$ cat config.mk
export PLATFORM = sky130hd
export DESIGN_NAME = i2c_bit_level_master
export DESIGN_NICKNAME = d
export VERILOG_FILES = /design/src/i2cbm_pkg.sv /design/src/i2cbm_front.sv /design/src/i2cbm_queue.sv /design/src/i2cbm_seq.sv /design/src/i2c_bit_level_master.sv
export SDC_FILE = /design/constraint.sdc
export NUM_CORES = 1
export LEC_CHECK = 0
export ABC_AREA = 1
export ABC_CLOCK_PERIOD_IN_PS = 3400
export BUFFER_PORTS_ARGS = -buffer_cell sky130_fd_sc_hd__buf_4
export CORE_MARGIN = 5
export CORE_UTILIZATION = 40
export DETAILED_ROUTE_END_ITERATION = 10
export PLACE_DENSITY_LB_ADDON = 0.05
export SLEW_MARGIN = 20
export SYNTH_ARGS = -nofsm -noshare
export SYNTH_HDL_FRONTEND = slang
export SYNTH_SLANG_ARGS = --single-unit
$ cat constraint.sdc
create_clock -name clk -period 3.4 [get_ports clk]
set_clock_uncertainty 0.2 [all_clocks]
set_input_delay 0.51 -clock clk [delete_from_list [all_inputs] [get_ports clk]]
set_output_delay 0.51 -clock clk [all_outputs]
set_load 0.005 [all_outputs]
$ cat src/i2cbm_pkg.sv
// ----------------------------------------------------------------------------
// i2cbm_pkg
// Shared types and constants of the bit-level i2c master: opcodes, decoded
// commands, sequencer states, queue item and result beat layouts.
// ----------------------------------------------------------------------------
package i2cbm_pkg;

  // input opcodes as they arrive on the port
  localparam logic [2:0] OP_TICK  = 3'd0;
  localparam logic [2:0] OP_START = 3'd1;
  localparam logic [2:0] OP_STOP  = 3'd2;
  localparam logic [2:0] OP_WRITE = 3'd3;
  localparam logic [2:0] OP_READ  = 3'd4;

  // register indexes (paddr bit 2 selects the word)
  localparam logic REG_PHASE_TICKS = 1'b0;
  localparam logic REG_ACK_TIMEOUT = 1'b1;

  // register reset values
  localparam logic [7:0] PHASE_TICKS_RST = 8'd2;
  localparam logic [7:0] ACK_TIMEOUT_RST = 8'd250;

  // bits per byte on the bus
  localparam logic [3:0] BYTE_BITS = 4'd8;

  // default depth of the command queue
  localparam int QUEUE_DEPTH = 4;

  // decoded command
  typedef enum logic [2:0] {
    CMD_NONE,
    CMD_START,
    CMD_STOP,
    CMD_WRITE,
    CMD_READ
  } cmd_t;

  // bus sequencer states
  typedef enum logic [3:0] {
    S_IDLE,
    S_ST_A,
    S_ST_B,
    S_SP_A,
    S_SP_B,
    S_SP_C,
    S_WR_LO,
    S_WR_HI,
    S_AK_LO,
    S_AK_WAIT,
    S_RD_LO,
    S_RD_HI,
    S_MA_LO,
    S_MA_HI
  } seq_state_t;

  // one classified tick waiting in the queue
  typedef struct packed {
    cmd_t       cmd;
    logic [7:0] tx_byte;
    logic       send_nack;
    logic       sda_in;
  } q_item_t;

  // one result beat
  typedef struct packed {
    logic       scl;
    logic       sda_out;
    logic       busy_res;
    logic       done_res;
    logic [7:0] rx_byte;
    logic       ack_error;
  } res_t;

  // configuration handed to the sequencer
  typedef struct packed {
    logic [7:0] phase_ticks;
    logic [7:0] ack_timeout;
  } cfg_t;

endpackage

$ cat src/i2cbm_front.sv
// ----------------------------------------------------------------------------
// i2cbm_front
// Front end: classifies the opcode of each input beat into a command and
// packs the beat into a queue item.
// ----------------------------------------------------------------------------
module i2cbm_front
  import i2cbm_pkg::*;
(
  input  logic [2:0] opcode,
  input  logic [7:0] tx_byte,
  input  logic       send_nack,
  input  logic       sda_in,
  output q_item_t    item
);

  cmd_t cmd;

  // opcode decode, unused codes act as a plain tick
  always_comb begin
    case (opcode)
      OP_START: cmd = CMD_START;
      OP_STOP:  cmd = CMD_STOP;
      OP_WRITE: cmd = CMD_WRITE;
      OP_READ:  cmd = CMD_READ;
      default:  cmd = CMD_NONE;
    endcase
  end

  // pack the beat
  always_comb begin
    item.cmd       = cmd;
    item.tx_byte   = tx_byte;
    item.send_nack = send_nack;
    item.sda_in    = sda_in;
  end

endmodule

$ cat src/i2cbm_queue.sv
// ----------------------------------------------------------------------------
// i2cbm_queue
// Short fifo of classified beats between the front end and the sequencer.
// ----------------------------------------------------------------------------
module i2cbm_queue
  import i2cbm_pkg::*;
#(
  parameter int DEPTH = QUEUE_DEPTH
)(
  input  logic    clk,
  input  logic    rst,
  input  logic    push,
  input  q_item_t push_item,
  output logic    full,
  input  logic    pop,
  output logic    not_empty,
  output q_item_t pop_item
);

  localparam int PW = (DEPTH > 1) ? $clog2(DEPTH) : 1;
  localparam int CW = $clog2(DEPTH + 1);
  localparam logic [PW-1:0] LAST = PW'(DEPTH - 1);
  localparam logic [CW-1:0] FULL_COUNT = CW'(DEPTH);

  q_item_t       mem [DEPTH];
  logic [PW-1:0] wr_ptr;
  logic [PW-1:0] rd_ptr;
  logic [CW-1:0] count;

  logic do_push;
  logic do_pop;

  assign full      = (count == FULL_COUNT);
  assign not_empty = (count != '0);
  assign do_push   = push && !full;
  assign do_pop    = pop && not_empty;
  assign pop_item  = mem[rd_ptr];

  // storage
  always_ff @(posedge clk) begin
    if (do_push) begin
      mem[wr_ptr] <= push_item;
    end
  end

  // pointers and fill count
  always_ff @(posedge clk) begin
    if (rst) begin
      wr_ptr <= '0;
      rd_ptr <= '0;
      count  <= '0;
    end else begin
      if (do_push) begin
        wr_ptr <= (wr_ptr == LAST) ? '0 : wr_ptr + 1'b1;
      end
      if (do_pop) begin
        rd_ptr <= (rd_ptr == LAST) ? '0 : rd_ptr + 1'b1;
      end
      case ({do_push, do_pop})
        2'b10:   count <= count + 1'b1;
        2'b01:   count <= count - 1'b1;
        default: count <= count;
      endcase
    end
  end

endmodule

$ cat src/i2cbm_seq.sv
// ----------------------------------------------------------------------------
// i2cbm_seq
// Back end: the bus sequencer. Takes one queued tick a cycle if unstalled,
// advances scl/sda phases and holds the result beat in an output register.
// ----------------------------------------------------------------------------
module i2cbm_seq
  import i2cbm_pkg::*;
(
  input  logic    clk,
  input  logic    rst,
  input  cfg_t    cfg,
  input  logic    q_valid,
  input  q_item_t q_item,
  output logic    q_pop,
  output logic    out_valid,
  input  logic    out_stall,
  output res_t    res
);

  seq_state_t seq_state, seq_state_next;
  logic [7:0] phase_count, phase_count_next;
  logic [3:0] bit_count, bit_count_next;
  logic [7:0] shift_reg, shift_reg_next;
  logic [7:0] wait_count, wait_count_next;
  logic       nack_flag, nack_flag_next;
  logic [1:0] line_levels, line_levels_next;
  logic       err_flag, err_flag_next;
  logic [7:0] rx_hold, rx_hold_next;
  logic       done;

  logic       step;
  logic [7:0] pt;
  logic [7:0] phase_inc;
  logic       phase_end;
  logic [3:0] bit_inc;
  logic       last_bit;

  assign step      = q_valid && (!out_valid || !out_stall);
  assign q_pop     = step;
  assign pt        = (cfg.phase_ticks == '0) ? 8'd1 : cfg.phase_ticks;
  assign phase_inc = phase_count + 8'd1;
  assign phase_end = (phase_inc >= pt);
  assign bit_inc   = bit_count + 4'd1;
  assign last_bit  = (bit_inc >= BYTE_BITS);

  // next state
  always_comb begin
    seq_state_next = seq_state;
    if (step) begin
      case (seq_state)
        S_IDLE: begin
          case (q_item.cmd)
            CMD_START: seq_state_next = S_ST_A;
            CMD_STOP:  seq_state_next = S_SP_A;
            CMD_WRITE: seq_state_next = S_WR_LO;
            CMD_READ:  seq_state_next = S_RD_LO;
            default:   seq_state_next = S_IDLE;
          endcase
        end
        S_AK_WAIT: begin
          if (!q_item.sda_in) begin
            seq_state_next = S_IDLE;
          end else if (wait_count >= cfg.ack_timeout) begin
            seq_state_next = S_SP_A;
          end
        end
        default: begin
          if (phase_end) begin
            case (seq_state)
              S_ST_A:  seq_state_next = S_ST_B;
              S_SP_A:  seq_state_next = S_SP_B;
              S_SP_B:  seq_state_next = S_SP_C;
              S_WR_LO: seq_state_next = S_WR_HI;
              S_WR_HI: seq_state_next = last_bit ? S_AK_LO : S_WR_LO;
              S_AK_LO: seq_state_next = S_AK_WAIT;
              S_RD_LO: seq_state_next = S_RD_HI;
              S_RD_HI: seq_state_next = last_bit ? S_MA_LO : S_RD_LO;
              S_MA_LO: seq_state_next = S_MA_HI;
              default: seq_state_next = S_IDLE;
            endcase
          end
        end
      endcase
    end
  end

  // counters, shift register and flags
  always_comb begin
    phase_count_next = phase_count;
    bit_count_next   = bit_count;
    shift_reg_next   = shift_reg;
    wait_count_next  = wait_count;
    nack_flag_next   = nack_flag;
    err_flag_next    = err_flag;
    rx_hold_next     = rx_hold;
    done             = 1'b0;
    if (step) begin
      case (seq_state)
        S_IDLE: begin
          case (q_item.cmd)
            CMD_WRITE: begin
              shift_reg_next = q_item.tx_byte;
              bit_count_next = '0;
              err_flag_next  = 1'b0;
            end
            CMD_READ: begin
              shift_reg_next = '0;
              bit_count_next = '0;
              nack_flag_next = q_item.send_nack;
            end
            default: ;
          endcase
          phase_count_next = '0;
        end
        S_AK_WAIT: begin
          if (!q_item.sda_in) begin
            done             = 1'b1;
            phase_count_next = '0;
          end else if (wait_count >= cfg.ack_timeout) begin
            err_flag_next    = 1'b1;
            phase_count_next = '0;
          end else begin
            wait_count_next = wait_count + 8'd1;
          end
        end
        default: begin
          if (phase_end) begin
            phase_count_next = '0;
            case (seq_state)
              S_WR_HI: begin
                shift_reg_next = {shift_reg[6:0], 1'b0};
                bit_count_next = bit_inc;
              end
              S_RD_HI: begin
                shift_reg_next = {shift_reg[6:0], q_item.sda_in};
                bit_count_next = bit_inc;
                if (last_bit) begin
                  rx_hold_next = {shift_reg[6:0], q_item.sda_in};
                end
              end
              S_AK_LO: wait_count_next = '0;
              default: ;
            endcase
            if (seq_state == S_ST_B || seq_state == S_SP_C || seq_state == S_MA_HI) begin
              done = 1'b1;
            end
          end else begin
            phase_count_next = phase_inc;
          end
        end
      endcase
    end
  end

  // line levels: {scl, sda} set on every change of state
  always_comb begin
    line_levels_next = line_levels;
    if (step && (seq_state_next != seq_state)) begin
      case (seq_state_next)
        S_IDLE: begin
          case (seq_state)
            S_ST_B:    line_levels_next = 2'b00;
            S_MA_HI:   line_levels_next = {1'b0, nack_flag};
            S_AK_WAIT: line_levels_next = 2'b01;
            default:   line_levels_next = 2'b11;
          endcase
        end
        S_ST_A:    line_levels_next = 2'b11;
        S_ST_B:    line_levels_next = 2'b10;
        S_SP_A:    line_levels_next = 2'b00;
        S_SP_B:    line_levels_next = 2'b10;
        S_SP_C:    line_levels_next = 2'b11;
        S_WR_LO:   line_levels_next = {1'b0, shift_reg_next[7]};
        S_WR_HI:   line_levels_next = {1'b1, shift_reg_next[7]};
        S_AK_LO:   line_levels_next = 2'b01;
        S_AK_WAIT: line_levels_next = 2'b11;
        S_RD_LO:   line_levels_next = 2'b01;
        S_RD_HI:   line_levels_next = 2'b11;
        S_MA_LO:   line_levels_next = {1'b0, nack_flag_next};
        S_MA_HI:   line_levels_next = {1'b1, nack_flag_next};
        default:   line_levels_next = 2'b11;
      endcase
    end
  end

  // sequencer registers
  always_ff @(posedge clk) begin
    if (rst) begin
      seq_state   <= S_IDLE;
      phase_count <= '0;
      bit_count   <= '0;
      shift_reg   <= '0;
      wait_count  <= '0;
      nack_flag   <= 1'b0;
      line_levels <= 2'b11;
      err_flag    <= 1'b0;
      rx_hold     <= '0;
    end else begin
      seq_state   <= seq_state_next;
      phase_count <= phase_count_next;
      bit_count   <= bit_count_next;
      shift_reg   <= shift_reg_next;
      wait_count  <= wait_count_next;
      nack_flag   <= nack_flag_next;
      line_levels <= line_levels_next;
      err_flag    <= err_flag_next;
      rx_hold     <= rx_hold_next;
    end
  end

  // output register valid
  always_ff @(posedge clk) begin
    if (rst) begin
      out_valid <= 1'b0;
    end else if (step) begin
      out_valid <= 1'b1;
    end else if (!out_stall) begin
      out_valid <= 1'b0;
    end
  end

  // output register payload
  always_ff @(posedge clk) begin
    if (step) begin
      res.scl       <= line_levels_next[1];
      res.sda_out   <= line_levels_next[0];
      res.busy_res  <= (seq_state_next != S_IDLE);
      res.done_res  <= done;
      res.rx_byte   <= rx_hold_next;
      res.ack_error <= err_flag_next;
    end
  end

  // a finishing beat never reports busy
  a_done_not_busy: assert property (@(posedge clk) disable iff (rst)
    (out_valid && res.done_res) |-> !res.busy_res)
    else $error("done beat reports busy");

  // phase counter stays below the phase length in timed phases
  a_phase_bound: assert property (@(posedge clk) disable iff (rst)
    (seq_state != S_IDLE && seq_state != S_AK_WAIT) |-> (phase_count < pt))
    else $error("phase counter past phase length");

  // a write start clears the error flag
  a_write_clears_err: assert property (@(posedge clk) disable iff (rst)
    (step && seq_state == S_IDLE && q_item.cmd == CMD_WRITE) |=> !err_flag)
    else $error("error flag not cleared by write");

  // start hold phase drives scl high with sda low
  a_start_lines: assert property (@(posedge clk) disable iff (rst)
    (seq_state == S_ST_B) |-> (line_levels == 2'b10))
    else $error("start condition line levels wrong");

endmodule

$ cat src/i2c_bit_level_master.sv
// Path: an accepted input beat is written into the queue, then a sequencer
// step puts its result beat in the output register. Throughput: one beat per
// cycle unless the queue is full or the output stalls; the sequencer steps
// once per queued tick. Reset: synchronous, active high; sequencer idle,
// lines released, queue empty, phase_ticks 2, ack_timeout 250.
// ----------------------------------------------------------------------------
// i2c_bit_level_master
// Tick-driven i2c master: front end classifies beats, a short queue feeds the
// bus sequencer, an apb-style port holds the phase and timeout registers.
// ----------------------------------------------------------------------------
module i2c_bit_level_master
  import i2cbm_pkg::*;
#(
  parameter int QDEPTH = QUEUE_DEPTH
)(
  input  logic        clk,
  input  logic        rst,
  // input channel
  input  logic        in_valid,
  output logic        in_stall,
  input  logic [2:0]  opcode,
  input  logic [7:0]  tx_byte,
  input  logic        send_nack,
  input  logic        sda_in,
  // output channel
  output logic        out_valid,
  input  logic        out_stall,
  output logic        scl,
  output logic        sda_out,
  output logic        busy_res,
  output logic        done_res,
  output logic [7:0]  rx_byte,
  output logic        ack_error,
  // configuration port
  input  logic        psel,
  input  logic        penable,
  input  logic        pwrite,
  input  logic [2:0]  paddr,
  input  logic [31:0] pwdata,
  output logic [31:0] prdata,
  output logic        pready
);

  cfg_t    cfg;
  q_item_t front_item;
  q_item_t q_item;
  logic    q_full;
  logic    q_valid;
  logic    q_pop;
  res_t    res;

  // configuration registers
  assign pready = 1'b1;

  always_ff @(posedge clk) begin
    if (rst) begin
      cfg.phase_ticks <= PHASE_TICKS_RST;
      cfg.ack_timeout <= ACK_TIMEOUT_RST;
    end else if (psel && penable && pwrite && pready) begin
      case (paddr[2])
        REG_PHASE_TICKS: cfg.phase_ticks <= pwdata[7:0];
        REG_ACK_TIMEOUT: cfg.ack_timeout <= pwdata[7:0];
        default: ;
      endcase
    end
  end

  // register read back
  always_comb begin
    case (paddr[2])
      REG_PHASE_TICKS: prdata = {24'd0, cfg.phase_ticks};
      REG_ACK_TIMEOUT: prdata = {24'd0, cfg.ack_timeout};
      default:         prdata = '0;
    endcase
  end

  // front end
  i2cbm_front u_front (
    .opcode    (opcode),
    .tx_byte   (tx_byte),
    .send_nack (send_nack),
    .sda_in    (sda_in),
    .item      (front_item)
  );

  assign in_stall = q_full;

  // command queue
  i2cbm_queue #(
    .DEPTH (QDEPTH)
  ) u_queue (
    .clk       (clk),
    .rst       (rst),
    .push      (in_valid),
    .push_item (front_item),
    .full      (q_full),
    .pop       (q_pop),
    .not_empty (q_valid),
    .pop_item  (q_item)
  );

  // bus sequencer
  i2cbm_seq u_seq (
    .clk       (clk),
    .rst       (rst),
    .cfg       (cfg),
    .q_valid   (q_valid),
    .q_item    (q_item),
    .q_pop     (q_pop),
    .out_valid (out_valid),
    .out_stall (out_stall),
    .res       (res)
  );

  // result beat fields
  assign scl       = res.scl;
  assign sda_out   = res.sda_out;
  assign busy_res  = res.busy_res;
  assign done_res  = res.done_res;
  assign rx_byte   = res.rx_byte;
  assign ack_error = res.ack_error;

endmodule
==> results.toml, run 1 <==
[run_status]
status = "finished clean"

[logic_synthesis]
synth_cell_type_count = 47
ys_warn_count = 0
synth.avg_cell_area_um2 = 8.38
synth_edf_count = 65
async_flop_share_pct = 0
synth_ff_type = "dfxtp_1"
yosysSeqAreaShare_pct = 48.8
synth-seq-cells = 135
postSynthCellCount = 820
syn_area_um2 = 6870

[worst_hold_path]
min_from = "tx_byte[7]"
whs_endpoint = "u_queue.mem[1][9]"
holdPathStages = 1
hold_class = "in2reg"

[cells_and_area]
regMostFlops = "u_queue.mem"
fillerInstances = 1658
instances_no_fill = 1128
reg.largest.list = "u_queue.mem (52), cfg (16), u_seq.res (13)"
fin_nets = 971
largest_reg_flops = 52
final_area_um2 = 8200
fin_util_pct = 48.1
area_growth_pct = 19.4
drive_gt1_share_pct = 18.7
num_antenna_cells = 0

[power_and_ir_drop]
powerDensity_nw_per_um2 = 886
p_leak_nw = 3.62
peakVddDrop_uv = 464

[die]
core_area_um2 = 17100
dieArea_um2 = 19900
rows = 48
die_x_um = 141
io_pins = 103
die_h_um = 141
start_util_pct = 40.3

[clock_network]
clk_latency_ns = 0.43
cts_buffer_depth = 2
htree_num_levels = 4
cts_buffers = 17
ctsRootBufferMaster = "clkbuf_16"
clk_pin_slew_ns = 0.06
cts_tree = "built"
clock-sinks = 135
cts_hold_buf = 0

[setup_path]
startpoint_type = "register"
cp-startpoint = "u_seq.phase_count[0]"
cp_data_arrival_time_ns = 3.17
reg2reg_slack_ns = 0.22
required_ns = 3.38
cp_max_fo = 4
rr_endpoint = "u_seq.res[12]"
cp-end-kind = "register"
rr_worst_depth = 20
timing.rr.start = "u_seq.phase_count[0]"
crit_type = "reg2reg"

[drt]
final_antenna_net_count = 0
wl_per_cell_um = 14.2
viasPerCell = 4.92
vias = 5551
initialDrtViolationCount = 262
drc = 0
drtPass1Iterations = 5
wl_mm = 16.0

[place]
hpwlAfterDp_mm = 11.6
port_buffers = 51
post-place-ws_ns = 0.0411
place.gp.congestion = 0.888
place_inst = 1094
detailed_place.area_um2 = 7500

[global_route]
antenna_found_initial = 0
grt_pass1_vias = 5243
grt_first_pass_wirelength_mm = 26.2
grt_start_max_net_pins = 33
grtUsageTotal_pct = 16.5
grt_overflow = 0

[sta]
tightest_slew_ns = 0.577
fin_ws_ns = 0.216
report.final.slew_viol_count = 0
timing.slew.headroom_pct = 61.3
fin_crit_sh_pct = 93.6
finalSetupViolations = 0
maxClockFrequency_mhz = 314
hold_viol_final = 0
period_minus_slack_ns = 3.18

[job]
cap_violations = 0
[layout make-up]
| cell class | count | area, um2 | area share (%) |
|---|---|---|---|
| inverter | 103 | 393 | 4.79 |
| clock inverter | 15 | 165 | 2.01 |
| clock buffer | 17 | 425 | 5.19 |
| timing repair buffer | 78 | 593 | 7.23 |
| multi-input combinational | 555 | 2980 | 36.4 |
| sequential | 135 | 3360 | 41.0 |
| tap | 225 | 282 | 3.43 |
[layer usage]
metal	GRT usage, %	part of all wire, %
met1	21.7	46
met2	26.8	48
met3	3.70	4.7
met4	5.86	1.6
met5	0	0
[cells in the mapped netlist, drive strengths merged (2+ instances only)]
library cell / number / share of area, %
ha: 25 / 4.6
dfxtp: 70 / 20
nand2: 148 / 8.5
a21oi: 40 / 2.9
o22ai: 11 / 1.1
a31oi: 12 / 1.2
clkbuf: 13 / 0.73
edfxtp: 65 / 28
nor3: 10 / 0.97
nand4: 18 / 1.6
or2: 9 / 0.82
buf: 37 / 3.9
o21bai: 2 / 0.22
xor2: 8 / 1.0
nand3: 54 / 4.2
a211oi: 5 / 0.55
inv: 100 / 5.5
clkinv: 3 / 0.18
o21a: 3 / 0.33
conb: 2 / 0.11
o21ai: 78 / 5.7
nor2: 100 / 6.0
[placed cells by master, fill, tap and decap left out, drive strengths merged, types with 2 or more instances in the layout]
cell type / instances
o21bai: 2
bufinv: 2
or2: 9
conb: 25
nand2: 148
edfxtp: 65
buf: 78
a31oi: 12
nand4: 18
a21oi: 40
ha: 25
o22ai: 11
a211oi: 5
o21ai: 78
nand3: 54
o21a: 3
clkinv: 8
xor2: 8
nor3: 10
inv: 107
clkbuf: 17
dfxtp: 70
nor2: 100
[how the worst max path moves through the flow]
| stage | end | slack [ns] | cells after the start |
|---|---|---|---|
| detailed placement | u_seq.res[11] | 0.04 | 20 |
| global placement | u_seq.res[11] | 0.06 | 20 |
| global route | u_seq.res[11] | -0.004 | 21 |
| floorplan | u_seq.res[7] | 0.25 | 15 |
| finish | u_seq.res[12] | 0.22 | 20 |
| CTS | u_seq.res[11] | 0.01 | 20 |
[cells by family after synthesis]
| logic type | count (synthesis) | synth area share [%] |
|---|---|---|
| adders and majority gates | 26 | 4.85 |
| xor gates and xnor gates | 9 | 1.15 |
| AOI/OAI and AO/OA | 155 | 12.5 |
| and+or+nand+nor | 340 | 22.3 |
| DFF | 135 | 48.8 |
| buffers and inverters | 153 | 10.3 |
| other | 2 | 0.109 |
[worst max-delay path, stage by stage, from the launching register on]
cell     delay [ns]
dfxtp_4        0.37
ha_4           0.15
nand3_2        0.09
nor3_2         0.22
xor2_1         0.27
ha_1           0.30
nand2_2        0.09
a21oi_2        0.05
nor2_4         0.15
buf_6          0.12
nand4_1        0.09
nand2_1        0.09
nand2_1        0.06
nand2_2        0.11
nand3_1        0.14
nor2_2         0.15
inv_1          0.05
nand3_1        0.06
nand3_1        0.07
nand2_1        0.08
inv_1          0.04
[per-stage QoR]
step | setup TNS [ns] | hold slack, ns | power [mW]
after floorplan | 0 | 0.244 | 4.33
after global placement | 0 | 0.262 | 5.25
after detailed placement | 0 | 0.276 | 5.29
after CTS | 0 | 0.0692 | 7.15
after global routing | -0.00756 | 0.0667 | 7.85
final | 0 | 0.0829 | 7.27
[where the power goes]
group          total (mW)  internal (mW)  leakage [nW]  switching, mW
Sequential           2.26           2.07          1.18          0.186
Clock                1.84           1.10         0.287          0.748
Combinational        3.17           1.15          2.15           2.02
[timing repair]
action | 4_1_cts | 5_1_grt
resized for setup | 0 | 25
buffers inserted | 0 | 2
endpoints found under the setup margin | 0 | 29
No activity file was read; power rests on OpenSTA's default activity.
==> inputs of run 2 (changes only) <==
--- a/config.mk
+++ b/config.mk
@@ -11,7 +11,7 @@
 export CORE_MARGIN = 5
 export CORE_UTILIZATION = 40
 export DETAILED_ROUTE_END_ITERATION = 10
-export PLACE_DENSITY_LB_ADDON = 0.05
+export PLACE_DENSITY_LB_ADDON = 0.1
 export SLEW_MARGIN = 20
 export SYNTH_ARGS = -nofsm -noshare
 export SYNTH_HDL_FRONTEND = slang
==> results.toml, run 2 (synthesis results as in run 1) <==
[run_status]
status = "finished clean"

[setup_path]
required_ns = 3.39
cp_max_fo = 5
critPathBufInv = 4
path_delay_family = "simple AND/OR/NAND/NOR gates"
crit_type = "reg2reg"
reg2reg_slack_ns = 0.16
cp_cell_sequence = "nand3_4, nor2_4, nand2_2, nor3_2, xor2_1, ha_1, a21o_1, nor2_4, buf_6, nand4_1, nand3_1, nand2_2, nand2_2, nand2_1, nand2_1, inv_2, nor2_4, inv_2, or2_0, nand2_1, inv_1"
cp_data_arrival_time_ns = 3.23
startpoint_type = "register"
cp-end-kind = "register"
crit_slowest_cell = "dfxtp_4"
rr_worst_depth = 21
cp-startpoint = "u_seq.phase_count[0]"
rr_endpoint = "u_seq.res[11]"
timing.rr.start = "u_seq.phase_count[0]"
max_stage_delay_ns = 0.38

[cells_and_area]
fin_util_pct = 48.3
fin_nets = 971
drive_gt1_share_pct = 19.5
final_cell_mix = "132 x nand2_1, 90 x inv_1, 89 x nor2_1"
instances_no_fill = 1128
area_growth_pct = 19.9
fillerInstances = 1643
layout_commonest_cell = "nand2_1"
regMostFlops = "u_queue.mem"
largest_reg_flops = 52
num_antenna_cells = 0
reg.largest.list = "u_queue.mem (52), cfg (16), u_seq.res (13)"

[drt]
viasPerCell = 4.90
vias = 5525
final_antenna_net_count = 0
initialDrtViolationCount = 259
drc = 0
drtPass1Iterations = 4
wl_per_cell_um = 14.1
wl_mm = 15.9

[worst_hold_path]
min_from = "tx_byte[5]"
hold_class = "in2reg"
holdPathStages = 1
whs_endpoint = "u_queue.mem[3][7]"

[clock_network]
clk_pin_slew_ns = 0.07
clk_latency_ns = 0.43
cts_tree = "built"
cts_buffer_depth = 2
ctsRootBufferMaster = "clkbuf_16"
cts_buffers = 17
htree_num_levels = 4
clock-sinks = 135

[place]
hpwlAfterDp_mm = 11.4
port_buffers = 51
place.gp.congestion = 0.895
place_inst = 1093

[die]
dieArea_um2 = 19900
io_pins = 103
die_x_um = 141
start_util_pct = 40.3
die_h_um = 141
core_area_um2 = 17100
rows = 48

[power_and_ir_drop]
p_leak_nw = 3.63
powerDensity_nw_per_um2 = 889
peakVddDrop_uv = 451

[sta]
hold_viol_final = 0
timing.slew.headroom_pct = 56.4
finalSetupViolations = 0
report.final.slew_viol_count = 0
period_minus_slack_ns = 3.24
tightest_slew_ns = 0.653
maxClockFrequency_mhz = 309
fin_crit_sh_pct = 95.2

[global_route]
grt_pass1_vias = 5142
antenna_found_initial = 0
grtUsageTotal_pct = 16.0
grt_overflow = 0
grt_first_pass_wirelength_mm = 25.3
grt_start_max_net_pins = 33

[job]
cap_violations = 0
==> run 2: what timing repair did <==
action | CTS | global route
endpoints found under the setup margin | 6 | 26
pin swaps | 1 | 16
endpoints found under the hold margin | 0 | 0
resized for setup | 3 | 31
buffers inserted | 1 | 2
hold buffers | 0 | 0
==> run 2: per-layer routing <==
| metal | global-route usage, % | vias up | share of wire (%) |
|---|---|---|---|
| li1 | - | 2841 | - |
| met4 | 5.20 | 0 | 1.3 |
| met2 | 26.8 | 111 | 48 |
| met3 | 3.97 | 18 | 4.3 |
| met5 | 0 | - | 0 |
| met1 | 20.2 | 2555 | 46 |
==> run 2: how the worst max path moves through the flow <==
stage	to	slack (ns)	depth (start not counted)
after floorplan	u_seq.res[7]	0.25	15
after global placement	u_seq.res[11]	-0.02	20
after detailed placement	u_seq.res[12]	-0.08	18
after CTS	u_seq.res[12]	0.004	21
after global routing	u_seq.res[11]	-0.05	21
final	u_seq.res[11]	0.16	21
==> run 2: cell type report <==
class	count	area (um2)	share of cell area, %
flip-flops and latches	135	3360	40.8
well taps	225	282	3.42
multi-input cells	555	3020	36.7
repair buffers	78	593	7.20
clock buffers	17	425	5.16
inverters	103	393	4.77
clock inverters	15	161	1.96
==> run 2: report_power, final <==
part / switching, mW / internal [mW] / leakage (nW)
Combinational: 2.04 / 1.18 / 2.16
Sequential: 0.195 / 2.07 / 1.18
Clock: 0.787 / 1.04 / 0.292
==> run 2: metrics by stage <==
| stage | area, um2 | setup slack (ns) | TNS [ns] | hold WS, ns | total power, mW |
|---|---|---|---|---|---|
| after floorplan | 6960 | 0.248 | 0 | 0.244 | 4.33 |
| after global placement | 7490 | -0.0167 | -0.0167 | 0.264 | 5.21 |
| after detailed placement | 7490 | -0.0781 | -0.148 | 0.274 | 5.28 |
| after CTS | 8100 | 0.00405 | 0 | 0.0573 | 7.16 |
| after global routing | 8240 | -0.0488 | -0.0966 | 0.0560 | 7.90 |
| final | 8240 | 0.163 | 0 | 0.0774 | 7.32 |
==> inputs of run 3 (changes only) <==
--- a/config.mk
+++ b/config.mk
@@ -15,4 +15,6 @@
 export SLEW_MARGIN = 20
 export SYNTH_ARGS = -nofsm -noshare
 export SYNTH_HDL_FRONTEND = slang
+export SYNTH_HIERARCHICAL = 1
 export SYNTH_SLANG_ARGS = --single-unit
+export TNS_END_PERCENT = 5
==> results.toml, run 3 <==
[cells_and_area]
largest_reg_flops = 52
regMostFlops = "u_queue/mem"
reg.largest.list = "u_queue/mem (52), cfg (16), u_seq/res (13)"
layout_commonest_cell = "nand2_1"
final_cell_mix = "156 x nand2_1, 98 x nor2_1, 94 x inv_1"
area_growth_pct = 16.7
fin_nets = 982
instances_no_fill = 1139
num_antenna_cells = 0
drive_gt1_share_pct = 20.2

[global_route]
grt_first_pass_wirelength_mm = 26.1
grt_start_max_net_pins = 28
grtUsageTotal_pct = 15.9
grt_overflow = 0
grt_pass1_vias = 5486
antenna_found_initial = 0

[logic_synthesis]
ys_warn_count = 6
synth_cell_type_count = 51
async_flop_share_pct = 0
synth-seq-cells = 135
synth_ff_type = "dfxtp_1"
yosysTopAreaCell = "edfxtp_1"
synth_xor_area_share_pct = 1.23
synth-simple-area-share_pct = 24.4
synth_common_cells = "159 x nand2_1, 100 x nor2_1, 95 x inv_1, 70 x dfxtp_1, 65 x edfxtp_1"
syn_area_um2 = 7110
synth_top_area_share_pct = 27.4
synthMuxAreaShare_pct = 0.141
synth_area_leaders = "edfxtp_1 27%, dfxtp_1 20%, nand2_1 8.4%, nor2_1 5.3%, inv_1 5.0%"
synth_top_family_by_area = "simple AND/OR/NAND/NOR gates"
synth-compound-area-share_pct = 10.8
yosysSeqAreaShare_pct = 47.1
postSynthCellCount = 838
synth.avg_cell_area_um2 = 8.49
synth.most_common_cell = "nand2_1"
synth_edf_count = 65
synthAdderAreaFrac_pct = 4.68

[setup_path]
cp_data_arrival_time_ns = 3.19
startpoint_type = "register"
required_ns = 3.37
cp-end-kind = "register"
cp_max_fo = 7
timing.rr.start = "u_seq/phase_count[0]"
reg2reg_slack_ns = 0.18
crit_type = "reg2reg"
cp-startpoint = "u_seq/phase_count[0]"

[drt]
viasPerCell = 4.89
drtPass1Iterations = 5
initialDrtViolationCount = 286
vias = 5565
drc = 0
wl_mm = 16.1
wl_per_cell_um = 14.1
final_antenna_net_count = 0

[power_and_ir_drop]
peakVddDrop_uv = 423
combPwrFrac_pct = 41.8
internal_power_mw = 4.26
netSwitchingFraction_pct = 39.5
p_leak_nw = 3.76
p_switching_mw = 2.78
power_frac_clock_pct = 25.6
p_seq_share_pct = 32.6
powerDensity_nw_per_um2 = 848
totalPowerFinal_mw = 7.04

[clock_network]
clk_pin_slew_ns = 0.06
clock-sinks = 135
cts_hold_buf = 0
ctsRootBufferMaster = "clkbuf_16"
cts_buffer_depth = 2
cts_buffers = 17
htree_num_levels = 4
clk_latency_ns = 0.42
cts_tree = "built"

[die]
core_area_um2 = 17400
die_h_um = 143
start_util_pct = 41.0
dieArea_um2 = 20600
die_x_um = 143
io_pins = 103
rows = 48

[sta]
timing.slew.headroom_pct = 57.5
fin_crit_sh_pct = 94.7
hold_viol_final = 0
maxClockFrequency_mhz = 311
finalSetupViolations = 0
report.final.slew_viol_count = 0
tightest_slew_ns = 0.637
period_minus_slack_ns = 3.22

[place]
place.gp.congestion = 0.866
port_buffers = 51
hpwlAfterDp_mm = 11.7
place_inst = 1105

[worst_hold_path]
hold_class = "in2reg"
min_from = "tx_byte[6]"

[run_status]
status = "finished clean"

[job]
cap_violations = 0
run 3: changes by cell type after synthesis, moves of 8 or more:
cell	delta
o21ai_0	-23
nand2_1	+20
nor2_2	+14
a31oi_1	-10
nand3_1	-9
nor2_1	+8
run 3: path summary, 6_finish.rpt:
| check | to | cells after the start |
|---|---|---|
| min reg2reg | u_seq/line_levels[1] | 2 |
| max | u_seq/res[12] | 18 |
| max reg2reg | u_seq/res[12] | 18 |
| min | u_queue/mem[1][8] | 1 |
run 3: cell families after synthesis:
| logic type | after synthesis |
|---|---|
| muxes | 1 |
| buffers and inverters | 161 |
| other | 2 |
| xor gates and xnor gates | 10 |
| and+or+nand+nor | 374 |
| DFF | 135 |
| AOI/OAI and AO/OA | 129 |
| adders and majority gates | 26 |
run 3: repair_timing:
item                                    CTS  global route
gates resized for setup                   1            23
endpoints found under the setup margin    2            16
pin swaps                                 0             7
cloned                                    0             0
buffers inserted                          0             2
run 3: layout make-up:
type                    count  area [um2]
multi-input cells         565        3120
inverters                 107         409
clock inverters            13         143
fillers                  1729        9050
repair buffers             75         567
clock buffers              19         433
flip-flops and latches    135        3360
well taps                 225         282
run 3: critical path, stage by stage (launching register included):
cell and delay, ns:
dfxtp_2 0.35, nand3_2 0.09, nand3b_1 0.19, nand3b_1 0.22, xnor2_2 0.17, ha_1 0.30, a21o_1 0.19, nor2_4 0.15
buf_6 0.14, nand4_1 0.16, nand3_2 0.12, nand2_2 0.07, nand2_4 0.11, xor2_1 0.15, inv_1 0.08, nor2_4 0.10
inv_2 0.04, nand2_1 0.08, nand2_1 0.05
run 3: power by group through the flow:
stage                     registers, mW  clock network, mW  logic (mW)
after detailed placement           2.32                  0        2.83
after floorplan                    2.27                  0        2.00
after global routing               2.33               1.93        3.30
final                              2.30               1.80        2.94
after CTS                          2.29               1.85        2.85
after global placement             2.31                  0        2.75
run 3: metrics by stage:
stage / setup TNS [ns] / hold WS (ns) / util (%) / worst slack [ns] / instance area [um2]
6_report: 0 / 0.0873 / 47.9 / 0.181 / 8310
5_1_grt: -0.0854 / 0.0671 / 47.9 / -0.0408 / 8310
4_1_cts: 0 / 0.0666 / 47.3 / 0.0151 / 8200
3_5_place_dp: 0 / 0.261 / 43.9 / 0.0110 / 7620
3_3_place_gp: 0 / 0.253 / 43.9 / 0.0624 / 7620
2_1_floorplan: 0 / 0.232 / - / 0.297 / 7200
run 3: layer usage:
metal | wire length (um) | global-route usage [%] | vias to the layer above
li1 | - | - | 2839
met1 | 6990 | 19.1 | 2593
met2 | 8070 | 27.9 | 115
met3 | 732 | 4.09 | 18
met4 | 262 | 5.15 | 0
met5 | 0 | 0 | -
